$ cat src/sv/vcd_pkg.sv
// ----------------------------------------------------------------------------
// vcd_pkg
// Shared types and constants for the video coefficient dequantizer.
// ----------------------------------------------------------------------------
package vcd_pkg;

    localparam logic [1:0] MODE_H263_INTRA  = 2'd0;
    localparam logic [1:0] MODE_H263_INTER  = 2'd1;
    localparam logic [1:0] MODE_MPEG2_INTER = 2'd2;

    localparam logic [1:0] REG_MODE            = 2'd0;
    localparam logic [1:0] REG_ADVANCED_INTRA  = 2'd1;
    localparam logic [1:0] REG_LUMA_DC_SCALE   = 2'd2;
    localparam logic [1:0] REG_CHROMA_DC_SCALE = 2'd3;

    localparam logic [5:0] LAST_POS      = 6'd63;
    localparam logic [3:0] LUMA_BLOCKS   = 4'd4;
    localparam logic [5:0] DC_SCALE_RST  = 6'd8;

    // one classified word handed from front to back
    typedef struct packed {
        logic        is_mpeg;
        logic        neg;
        logic [5:0]  pos;
        logic [16:0] mul_a;
        logic [14:0] mul_b;
        logic [15:0] adj;
    } vcd_entry_t;

endpackage

$ cat src/sv/vcd_front.sv
// ----------------------------------------------------------------------------
// vcd_front
// Configuration registers and classification of each incoming word into
// multiplier operands, a signed rounding adjust and flags for the back end.
// ----------------------------------------------------------------------------
module vcd_front (
    input  logic                clk,
    input  logic                rst_n,
    input  logic                cfg_write_en,
    input  logic [1:0]          cfg_index,
    input  logic [5:0]          cfg_data,
    input  logic                in_valid,
    output logic                in_ready,
    input  logic signed [15:0]  coef_in,
    input  logic [5:0]          position,
    input  logic [6:0]          qscale,
    input  logic [7:0]          weight,
    input  logic [5:0]          last_position,
    input  logic                ac_predicted,
    input  logic [3:0]          block_index,
    output logic                q_valid,
    input  logic                q_ready,
    output vcd_pkg::vcd_entry_t q_data
);

    logic [1:0]  mode_reg;
    logic        adv_intra_reg;
    logic [5:0]  luma_dc_reg;
    logic [5:0]  chroma_dc_reg;

    logic [15:0] lvl;
    logic        neg;
    logic        zero;
    logic [15:0] mag;
    logic [15:0] offset;
    logic [15:0] h263_adj;
    logic [15:0] intra_adj;
    logic [5:0]  last_eff;
    logic [5:0]  dc_scale;
    logic [14:0] qw;

    always_ff @(posedge clk or negedge rst_n)
    begin
        if (!rst_n)
        begin
            mode_reg      <= vcd_pkg::MODE_H263_INTRA;
            adv_intra_reg <= 1'b0;
            luma_dc_reg   <= vcd_pkg::DC_SCALE_RST;
            chroma_dc_reg <= vcd_pkg::DC_SCALE_RST;
        end
        else if (cfg_write_en)
        begin
            case (cfg_index)
                vcd_pkg::REG_MODE:            mode_reg      <= cfg_data[1:0];
                vcd_pkg::REG_ADVANCED_INTRA:  adv_intra_reg <= cfg_data[0];
                vcd_pkg::REG_LUMA_DC_SCALE:   luma_dc_reg   <= cfg_data;
                vcd_pkg::REG_CHROMA_DC_SCALE: chroma_dc_reg <= cfg_data;
                default: ;
            endcase
        end
    end

    assign lvl       = $unsigned(coef_in);
    assign neg       = lvl[15];
    assign zero      = (lvl == 16'd0);
    assign mag       = neg ? (16'd0 - lvl) : lvl;
    // (q-1)|1 on signed values: q of zero gives -1
    assign offset    = ({9'd0, qscale} - 16'd1) | 16'd1;
    assign h263_adj  = zero ? 16'd0 : (neg ? (16'd0 - offset) : offset);
    assign intra_adj = adv_intra_reg ? 16'd0 : h263_adj;
    assign last_eff  = ac_predicted ? vcd_pkg::LAST_POS : last_position;
    assign dc_scale  = (block_index < vcd_pkg::LUMA_BLOCKS) ? luma_dc_reg : chroma_dc_reg;
    assign qw        = 15'({8'd0, qscale} * {7'd0, weight});

    always_comb
    begin
        q_data.is_mpeg = 1'b0;
        q_data.neg     = neg;
        q_data.pos     = position;
        q_data.mul_a   = {1'b0, lvl};
        q_data.mul_b   = 15'd1;
        q_data.adj     = 16'd0;
        case (mode_reg)
            vcd_pkg::MODE_H263_INTRA:
            begin
                if (position == 6'd0)
                begin
                    if (!adv_intra_reg)
                        q_data.mul_b = {9'd0, dc_scale};
                end
                else if (position <= last_eff)
                begin
                    q_data.mul_b = {7'd0, qscale, 1'b0};
                    q_data.adj   = intra_adj;
                end
            end
            vcd_pkg::MODE_H263_INTER:
            begin
                if (position <= last_position)
                begin
                    q_data.mul_b = {7'd0, qscale, 1'b0};
                    q_data.adj   = h263_adj;
                end
            end
            vcd_pkg::MODE_MPEG2_INTER:
            begin
                q_data.is_mpeg = 1'b1;
                q_data.mul_a   = zero ? 17'd0 : {mag, 1'b1};
                q_data.mul_b   = qw;
            end
            default: ;
        endcase
    end

    assign q_valid  = in_valid;
    assign in_ready = q_ready;

endmodule

$ cat src/sv/vcd_queue.sv
// ----------------------------------------------------------------------------
// vcd_queue
// Small FIFO of classified words between the front and the back end.
// ----------------------------------------------------------------------------
module vcd_queue #(
    parameter int DEPTH = 4
) (
    input  logic                          clk,
    input  logic                          rst_n,
    input  logic                          wr_valid,
    output logic                          wr_ready,
    input  vcd_pkg::vcd_entry_t           wr_data,
    output logic                          rd_valid,
    input  logic                          rd_ready,
    output vcd_pkg::vcd_entry_t           rd_data,
    output logic [$clog2(DEPTH+1)-1:0]    count
);

    localparam int AW = $clog2(DEPTH);
    localparam int CW = $clog2(DEPTH + 1);

    vcd_pkg::vcd_entry_t slots_reg [DEPTH];
    logic [AW-1:0] wr_ptr_reg;
    logic [AW-1:0] wr_ptr_next;
    logic [AW-1:0] rd_ptr_reg;
    logic [AW-1:0] rd_ptr_next;
    logic [CW-1:0] count_reg;
    logic [CW-1:0] count_next;
    logic          push;
    logic          pop;

    assign wr_ready = (count_reg != CW'(DEPTH));
    assign rd_valid = (count_reg != '0);
    assign push     = wr_valid && wr_ready;
    assign pop      = rd_valid && rd_ready;
    assign rd_data  = slots_reg[rd_ptr_reg];
    assign count    = count_reg;

    always_comb
    begin
        wr_ptr_next = wr_ptr_reg;
        rd_ptr_next = rd_ptr_reg;
        count_next  = count_reg;
        if (push)
            wr_ptr_next = (wr_ptr_reg == AW'(DEPTH - 1)) ? '0 : wr_ptr_reg + AW'(1);
        if (pop)
            rd_ptr_next = (rd_ptr_reg == AW'(DEPTH - 1)) ? '0 : rd_ptr_reg + AW'(1);
        if (push && !pop)
            count_next = count_reg + CW'(1);
        else if (pop && !push)
            count_next = count_reg - CW'(1);
    end

    always_ff @(posedge clk or negedge rst_n)
    begin
        if (!rst_n)
        begin
            wr_ptr_reg <= '0;
            rd_ptr_reg <= '0;
            count_reg  <= '0;
        end
        else
        begin
            wr_ptr_reg <= wr_ptr_next;
            rd_ptr_reg <= rd_ptr_next;
            count_reg  <= count_next;
        end
    end

    always_ff @(posedge clk)
    begin
        if (push)
            slots_reg[wr_ptr_reg] <= wr_data;
    end

endmodule

$ cat src/sv/vcd_back.sv
// ----------------------------------------------------------------------------
// vcd_back
// Multiply stage, then rounding adjust, sign restore and MPEG-2 mismatch
// control into the output register.
// ----------------------------------------------------------------------------
module vcd_back (
    input  logic                 clk,
    input  logic                 rst_n,
    input  logic                 in_valid,
    output logic                 in_ready,
    input  vcd_pkg::vcd_entry_t  in_data,
    output logic                 out_valid,
    input  logic                 out_ready,
    output logic signed [15:0]   coef_out,
    output logic [5:0]           position_out,
    output logic                 block_end,
    output logic                 parity
);

    logic        s1_valid_reg;
    logic        s1_is_mpeg_reg;
    logic        s1_neg_reg;
    logic [5:0]  s1_pos_reg;
    logic [15:0] s1_adj_reg;
    logic [31:0] s1_prod_reg;

    logic        out_valid_reg;
    logic [15:0] coef_reg;
    logic [15:0] coef_next;
    logic [5:0]  pos_reg;
    logic        parity_reg;
    logic        parity_next;

    logic        out_free;
    logic        s1_load;
    logic        s2_load;
    logic [31:0] prod;
    logic [15:0] m;
    logic        p_new;
    logic        last;

    assign out_free = !out_valid_reg || out_ready;
    assign s2_load  = s1_valid_reg && out_free;
    assign in_ready = !s1_valid_reg || out_free;
    assign s1_load  = in_valid && in_ready;
    assign prod     = {15'd0, in_data.mul_a} * {17'd0, in_data.mul_b};

    assign m     = s1_prod_reg[19:4];
    assign p_new = parity_reg ^ m[0];
    assign last  = (s1_pos_reg == vcd_pkg::LAST_POS);

    always_comb
    begin
        parity_next = parity_reg;
        if (s1_is_mpeg_reg)
        begin
            coef_next   = s1_neg_reg ? (16'd0 - m) : m;
            parity_next = p_new;
            if (last)
                coef_next[0] = coef_next[0] ^ p_new;
        end
        else
        begin
            coef_next = s1_prod_reg[15:0] + s1_adj_reg;
        end
        if (last)
            parity_next = 1'b1;
    end

    always_ff @(posedge clk or negedge rst_n)
    begin
        if (!rst_n)
        begin
            s1_valid_reg  <= 1'b0;
            out_valid_reg <= 1'b0;
            parity_reg    <= 1'b1;
        end
        else
        begin
            if (in_ready)
                s1_valid_reg <= in_valid;
            if (out_free)
                out_valid_reg <= s1_valid_reg;
            if (s2_load)
                parity_reg <= parity_next;
        end
    end

    always_ff @(posedge clk)
    begin
        if (s1_load)
        begin
            s1_is_mpeg_reg <= in_data.is_mpeg;
            s1_neg_reg     <= in_data.neg;
            s1_pos_reg     <= in_data.pos;
            s1_adj_reg     <= in_data.adj;
            s1_prod_reg    <= prod;
        end
        if (s2_load)
        begin
            coef_reg <= coef_next;
            pos_reg  <= s1_pos_reg;
        end
    end

    assign out_valid    = out_valid_reg;
    assign coef_out     = $signed(coef_reg);
    assign position_out = pos_reg;
    assign block_end    = (pos_reg == vcd_pkg::LAST_POS);
    assign parity       = parity_reg;

endmodule

$ cat src/sv/video_coefficient_dequantizer_core.sv
// ----------------------------------------------------------------------------
// video_coefficient_dequantizer_core
// H.263 / MPEG-2 inverse quantization of a coefficient stream.
// ----------------------------------------------------------------------------
// One coefficient word is accepted per clock and one result word is produced
// per clock in steady state, while neither side stalls; each word passes
// through the queue, the multiply stage and the output register. The rate is
// set by the 17x15 multiplier in the back end, which takes one word per cycle
// unless the output stalls.
// The front end classifies each word by mode and position into multiplier
// operands; a queue of QUEUE_DEPTH words lets front and back stall apart.
// The user must write configuration only while the block holds no words; the block does not enforce this.
module video_coefficient_dequantizer_core #(
    parameter int QUEUE_DEPTH = 4
) (
    input  logic               clk,
    input  logic               rst_n,
    input  logic               cfg_write_en,
    input  logic [1:0]         cfg_index,
    input  logic [5:0]         cfg_data,
    input  logic               in_valid,
    output logic               in_ready,
    input  logic signed [15:0] coef_in,
    input  logic [5:0]         position,
    input  logic [6:0]         qscale,
    input  logic [7:0]         weight,
    input  logic [5:0]         last_position,
    input  logic               ac_predicted,
    input  logic [3:0]         block_index,
    output logic               out_valid,
    input  logic               out_ready,
    output logic signed [15:0] coef_out,
    output logic [5:0]         position_out,
    output logic               block_end
);

    localparam int CW = $clog2(QUEUE_DEPTH + 1);

    vcd_pkg::vcd_entry_t fq_data;
    vcd_pkg::vcd_entry_t qb_data;
    logic                fq_valid;
    logic                fq_ready;
    logic                qb_valid;
    logic                qb_ready;
    logic [CW-1:0]       q_count;
    logic                parity;

    vcd_front u_front (
        .clk           (clk),
        .rst_n         (rst_n),
        .cfg_write_en  (cfg_write_en),
        .cfg_index     (cfg_index),
        .cfg_data      (cfg_data),
        .in_valid      (in_valid),
        .in_ready      (in_ready),
        .coef_in       (coef_in),
        .position      (position),
        .qscale        (qscale),
        .weight        (weight),
        .last_position (last_position),
        .ac_predicted  (ac_predicted),
        .block_index   (block_index),
        .q_valid       (fq_valid),
        .q_ready       (fq_ready),
        .q_data        (fq_data)
    );

    vcd_queue #(
        .DEPTH (QUEUE_DEPTH)
    ) u_queue (
        .clk      (clk),
        .rst_n    (rst_n),
        .wr_valid (fq_valid),
        .wr_ready (fq_ready),
        .wr_data  (fq_data),
        .rd_valid (qb_valid),
        .rd_ready (qb_ready),
        .rd_data  (qb_data),
        .count    (q_count)
    );

    vcd_back u_back (
        .clk          (clk),
        .rst_n        (rst_n),
        .in_valid     (qb_valid),
        .in_ready     (qb_ready),
        .in_data      (qb_data),
        .out_valid    (out_valid),
        .out_ready    (out_ready),
        .coef_out     (coef_out),
        .position_out (position_out),
        .block_end    (block_end),
        .parity       (parity)
    );

    a_queue_bound: assert property (@(posedge clk) disable iff (!rst_n)
        q_count <= CW'(QUEUE_DEPTH))
        else $error("queue count beyond depth");

    a_full_stalls: assert property (@(posedge clk) disable iff (!rst_n)
        (q_count == CW'(QUEUE_DEPTH)) |-> !in_ready)
        else $error("input taken while queue full");

    a_block_end: assert property (@(posedge clk) disable iff (!rst_n)
        out_valid |-> (block_end == (position_out == vcd_pkg::LAST_POS)))
        else $error("block_end does not match position");

    a_parity_reset: assert property (@(posedge clk) disable iff (!rst_n)
        (out_valid && out_ready && block_end) |=> (parity || out_valid))
        else $error("parity not restored after end of block");

endmodule

$ cat config.mk
export PLATFORM = sky130hd
export DESIGN_NAME = video_coefficient_dequantizer_core
export DESIGN_NICKNAME = d
export VERILOG_FILES = /design/src/sv/vcd_pkg.sv /design/src/sv/vcd_front.sv /design/src/sv/vcd_queue.sv /design/src/sv/vcd_back.sv /design/src/sv/video_coefficient_dequantizer_core.sv
export SDC_FILE = /design/constraint.sdc
export NUM_CORES = 1
export LEC_CHECK = 0
export ABC_AREA = 0
export BUFFER_PORTS_ARGS = -buffer_cell sky130_fd_sc_hd__buf_2
export CAP_MARGIN = 20
export CORE_AREA = 2 2 213 215
export DETAILED_ROUTE_END_ITERATION = 7
export DIE_AREA = 0 0 215 217
export HOLD_SLACK_MARGIN = 0.05
export MAX_ROUTING_LAYER = met4
export PLACE_DENSITY = 0.64
export SYNTH_ARGS = -nofsm -noshare
export SYNTH_HDL_FRONTEND = slang
export SYNTH_SLANG_ARGS = --single-unit
export TNS_END_PERCENT = 5
$ cat constraint.sdc
create_clock -name clk -period 7.05 [get_ports clk]
set_clock_uncertainty 0.15 [all_clocks]
set_input_delay 0.705 -clock clk [delete_from_list [all_inputs] [get_ports clk]]
set_output_delay 0.705 -clock clk [all_outputs]
set_load 0.02 [all_outputs]
# Word-level counts from Yosys, hierarchy flattened
# Memories as Yosys holds them, arrays and structs flattened.
# Cells that the tools add are included.
# Widths: inputs -> output; s select.
dict set report word_totals {
  reg_bits 91
  mem_bits_rw 224
  inputBits 61
  out_inout_bits 25
  wordCells 94
  n_memories 1
}
# memory depth word_bits read_ports rd_clocked_by_memory_dff wr line_no
set memory_table {}
lappend memory_table {u_queue.slots_reg 4 56 1 0 1 vcd_queue.sv:22} ;# vcd_pkg::vcd_entry_t slots_reg [DEPTH];
dict set report classes {
  addsub 9
  multipliers 2
  n_lt_le_gt_ge 3
  n_eq_ne 10
  n_mux 27
  bitwise_logic 2
  n_reduce_logical 23
}
# op n
set op_table {}
lappend op_table {{$mux 16} 7}
lappend op_table {{$mux 24} 2}
lappend op_table {{$sub 1x16->16 const A} 3}
lappend op_table {{$pmux 15 s3} 1}
lappend op_table {{$mux 17} 2}
lappend op_table {{$pmux 16 s2} 1}
lappend op_table {{$mul 17x15->20} 1}
lappend op_table {{$mux 6} 3}
lappend op_table {{$add 16x16->16} 1}
lappend op_table {{$logic_not 16->1} 1}
lappend op_table {{$mul 7x8->15} 1}
lappend op_table {{$mux 15} 1}
lappend op_table {{$eq 6x6->1 const B} 2}
lappend op_table {{$le 6x6->1} 2}
lappend op_table {{$eq 2x2->1 const B} 5}
lappend op_table {{$reduce_and 2->1} 5}
lappend op_table {{$sub 7x1->8 const B} 1}
lappend op_table {{$logic_not 6->1} 1}
lappend op_table {{$mux 1} 6}
lappend op_table {{$mux 3} 2}
lappend op_table {{$logic_and 1x1->1} 5}
lappend op_table {{$add 2x1->2 const B} 2}
lappend op_table {{$eq 2x1->1 const B} 2}
lappend op_table {{$logic_not 1->1} 4}
lappend op_table {{10 further kinds} 15}

# Depth between registers and ports, before layout
dict set report logic_depth {
  depth_word 8
  mapped_depth 25
  depth_no_buf 21
}

# Hierarchy
# Synthesis repeated with hierarchy kept, for this count alone.
dict set report hier_totals {
  hier_cells 1727
  area_unflattened_um2 21355.5
}
# module instances cells_per_inst area_each_um2 seq_area_each_um2
set modules_own_cells {}
lappend modules_own_cells {vcd_back 1 920 8986.1 2058.2}
lappend modules_own_cells {vcd_queue 1 329 8520.7 6901.6}
lappend modules_own_cells {vcd_front 1 478 3848.7 377.9}

# Worst setup path before layout
# No wires, ideal clock.
dict set report synth_timing {
  path_type {register -> register}
  startpoint {register u_queue.rd_ptr_reg[1]}
  endpoint {register u_back.s1_prod_reg[19], data pin}
  setup_ps 260
  t_arrival_ps 6437
  required_ps 6640
  slack_ps 204
  stages_incl_launch_ff 26
  path_buffers 4
  period_less_slack_ps 6846
  path_cell_list {dfrtp_1 > buf_2 > buf_4 > clkbuf_1 > mux4_2 > clkbuf_1 > and2_1 > fa_1 > inv_1 > fa_1 > inv_1 > fa_1 > inv_1 > fa_1 > inv_1 > fa_1 > inv_1 > fa_1 > inv_1 > ha_1 > o21ai_0 > a21oi_1 > o41a_1 > a211oi_1 > o21ai_0 > xnor2_1}
}
dict set report synth_between {
  elab_chain_len 2
}
# element line_no
set synth_lines {}
lappend synth_lines {{start: declaration} vcd_queue.sv:25} ;# logic [AW-1:0] rd_ptr_reg;
lappend synth_lines {{start signal: assignment} vcd_queue.sv:65} ;# rd_ptr_reg <= rd_ptr_next;
lappend synth_lines {{$mem_v2 4x56} --}
lappend synth_lines {{$mul 17x15->20} vcd_back.sv:46} ;# assign prod = {15'd0, in_data.mul_a} * {17'd0, in_data.mul_b};
lappend synth_lines {{via u_back.prod[19]} vcd_back.sv:37} ;# logic [31:0] prod;
lappend synth_lines {{end signal: assignment} vcd_back.sv:97} ;# s1_prod_reg <= prod;
lappend synth_lines {{end: declaration} vcd_back.sv:25} ;# logic [31:0] s1_prod_reg;
# The timed path passes the listed nets, and every way through them passes these cells.
# A chain may end at the register's enable or synchronous reset.

# Worst setup path in the final report
# Ends and elaborated chain as after synthesis.

==> summary.txt <==
Outcome
  • Run status: finished, final reports clean

GRT
  • GRT Util Overall: 17.8%
  • First-pass GRT wire length: 64900 um
  • Remaining Overflow, GRT: 0
  • Vias in the first global route: 12700
  • Initial antenna violation count: 1
  • Pin count of the biggest net entering global routing: 49

Drt
  • Vias: 12300
  • Detailed Route Iter0 Violations: 725
  • Wire per inst: 16.6 um
  • Mean number of vias per cell: 5.15
  • DRC: 0
  • Drt total wl: 39400 um
  • Number of antenna-violating nets in the routed design: 0
  • DR pass1 iterations: 5

Place
  • Input/output buffers: 83
  • Routability cong.: 0.881
  • Dpl hpwl: 29500 um

Worst setup path
  • CP startpoint kind: flop
  • Critical Path Sink Type: flop
  • Bufs and invs on worst path: 5
  • Setup crit start: u_queue.rd_ptr_reg[1]$_DFFE_PN0P_
  • CP peak stage delay: 0.82 ns
  • CP required: 7.19 ns
  • Reg-to-reg endpoint: u_back.s1_prod_reg[19]$_DFFE_PP_
  • R2r startpoint: u_queue.rd_ptr_reg[1]$_DFFE_PN0P_
  • CP Depth: 21
  • Slowest CP cell: dfrtp_2
  • Reg2Reg Setup Slack: 0.26 ns
  • Reg2Reg Depth: 21
  • Crit path to: u_back.s1_prod_reg[19]$_DFFE_PP_
  • CP Cell Sequence: buf_4, mux4_2, and2_1, fa_1, inv_1, fa_1, inv_1, ha_1, ha_1, inv_1, fa_1, fa_1, inv_1, ha_1, o21a_1, a21oi_2, a21oi_1, o41a_1, a211oi_1, o21ai_0, xnor2_1
  • Maximum fanout along the worst path: 27
  • Crit Path Category: flop to flop
  • Critical Path AT: 6.93 ns
  • CP delay by family, top: adder cells

Die
  • Core Region: 44700 um^2
  • Die X: 215 um
  • Ports: 86
  • Die Area: 46700 um^2
  • Die height: 217 um
  • Row Count: 78
  • Initial core utilization: 44.0%

Timing
  • Slew Limit Headroom: 39.8%
  • Worst-Margin Slew: 0.902 ns
  • Final Setup Violations: 0
  • Period utilisation layout: 96.3%
  • Peak Freq: 147 MHz
  • Final Hold Fails: 0
  • Max-slew violations: 0
  • Total negative slack: 0 ns
  • RSZ-0062 raised after global routing: no
  • Final Critical Period: 6.79 ns

Yosys
  • Area share of the largest cell type after synthesis: 38.2%
  • Ys flop type: edfxtp_1
  • Syn Nets: 2000
  • Sequential share of the synthesized area: 41.3%
  • Number of flops mapped to enable cells by yosys: 250
  • Synth area leader: edfxtp_1
  • Mapped cell area: 19700 um^2
  • Gate count of the mapped netlist: 1660
  • Post-synth ARST share: 9.09%
  • Post-synthesis cell type count: 67
  • Synth area leaders: edfxtp_1, fa_1, ha_1, mux4_2, inv_1
  • Yosys synthesis warning count: 0
  • Synth Register Bits: 275
  • Mean Syn Cell Area: 11.9 um^2

Clock network
  • Clock root cell: clkbuf_16
  • H-tree levels: 1
  • TritonCTS clock tree: done
  • Worst skew pair latency: 0.56 ns
  • Clock Sinks: 275
  • Clock buffer depth: 3
  • Number of buffers created by CTS: 30
  • Clock Pin Slew Worst Setup and Hold Paths: 0.06 ns
  • Post-cts sizing count: 0

Finish
  • Ratio of cells with drive above 1 in the final layout: 14.0%
  • Multi-input gate area: 10400 um^2
  • Sequential Area: 8140 um^2
  • Total Nets Final: 2094
  • Layout area overhead: 11.2%
  • Largest register FFs: 192
  • Fillers: 4050

Job
  • Maxcap violations: 0

Hold path
  • Hold Crit Class: input port to flop
## cells in the mapped netlist, types with 4 or more instances
cell type and count:
dfrtp_1 22, a211oi_1 7, o21a_1 12, o41ai_1 5
nor3_1 19, nand2_1 164, and3_1 9, mux2_2 17
ha_1 117, nor4_1 9, buf_2 5, xnor2_1 56
nor3b_1 4, nand4_1 4, edfxtp_1 250, mux2i_1 11
inv_1 253, nor2_1 42, fa_1 162, xor2_1 30
mux4_2 48, a21oi_1 41, a21o_1 10, nor2b_1 12
clkbuf_1 43, nand2b_1 8, o31ai_1 13, o21ai_0 57
and2_1 150, nand3_1 14
## metal layers
metal  part of all wire (%)  wire (um)  track usage [%]
met5                      0          0                -
met4                    1.2        487             2.78
met2                     50      19600             30.8
met1                     45      17700             23.0
met3                    3.9       1530             2.33
## worst min path at each step
stage / startpoint / end / slack (ns) / cells after the start
3_5_place_dp: u_back.s1_pos_reg[2]$_DFFE_PP_ / u_back.position_out[2]$_DFFE_PP_ / 0.29 / 0
5_1_grt: cfg_data[2] / u_front.chroma_dc_reg[2]$_DFFE_PN0P_ / 0.24 / 2
4_1_cts: cfg_data[2] / u_front.luma_dc_reg[2]$_DFFE_PN0P_ / 0.23 / 2
2_1_floorplan: rst_n / u_back.out_valid$_DFFE_PN0P_ / 0.26 / 0
6_report: cfg_data[2] / u_front.luma_dc_reg[2]$_DFFE_PN0P_ / 0.25 / 2
3_3_place_gp: u_back.s1_pos_reg[1]$_DFFE_PP_ / u_back.position_out[1]$_DFFE_PP_ / 0.29 / 0
## cells by family (layout without fill, tap and decap cells)
family / Yosys count / in the layout / synth area share (%)
simple gates: 450 / 450 / 11.6
buf+inv: 308 / 425 / 6.12
fa+ha+maj: 279 / 279 / 23.9
flops: 275 / 275 / 41.3
compound gates: 183 / 183 / 5.93
xor+xnor: 89 / 89 / 4.08
mux: 76 / 76 / 7.03
other cells: 0 / 2 / 0
## metrics by stage
step	worst slack, ns	area, um^2	utilization (%)	hold slack (ns)	cells
global route	0.00830	21900	48.9	0.243	2378
finish	0.261	21900	48.9	0.246	2379
CTS	0.248	21900	48.9	0.230	2377
detailed placement	0.257	20900	46.7	0.285	2321
floorplan	0.204	19700	-	0.259	1660
global placement	0.310	20900	46.7	0.287	2321
## what timing repair did
item | 4_1_cts | 5_1_grt
hold buffers | 1 | 0
hold endpoints to repair | 16 | 0
setup buffers | 0 | 0
## layout by cell type, fill, tap and decap left out, types with 14 or more instances in the layout
cell type and n:
a21oi_1 40, and2_1 150, buf_2 83, buf_4 32
clkbuf_16 31, dfrtp_1 20, edfxtp_1 250, fa_1 162
ha_1 117, inv_1 253, mux2_2 17, mux4_2 48
nand2_1 164, nand3_1 14, nor2_1 42, nor3_1 19
o21ai_0 57, xnor2_1 56, xor2_1 30
## cell type report
cell class / count / share of cell area (%)
clock buffer: 40 / 3.75
tap: 600 / 3.43
antenna: 2 / 0.0229
inverter: 253 / 4.34
timing repair buffer: 117 / 3.13
clock inverter: 15 / 0.784
sequential: 275 / 37.2
multi-input combinational: 1077 / 47.3
Power is left out: the tool's default activity adds up to more than one toggle a clock period on the data nets, which glitch-free logic cannot reach.
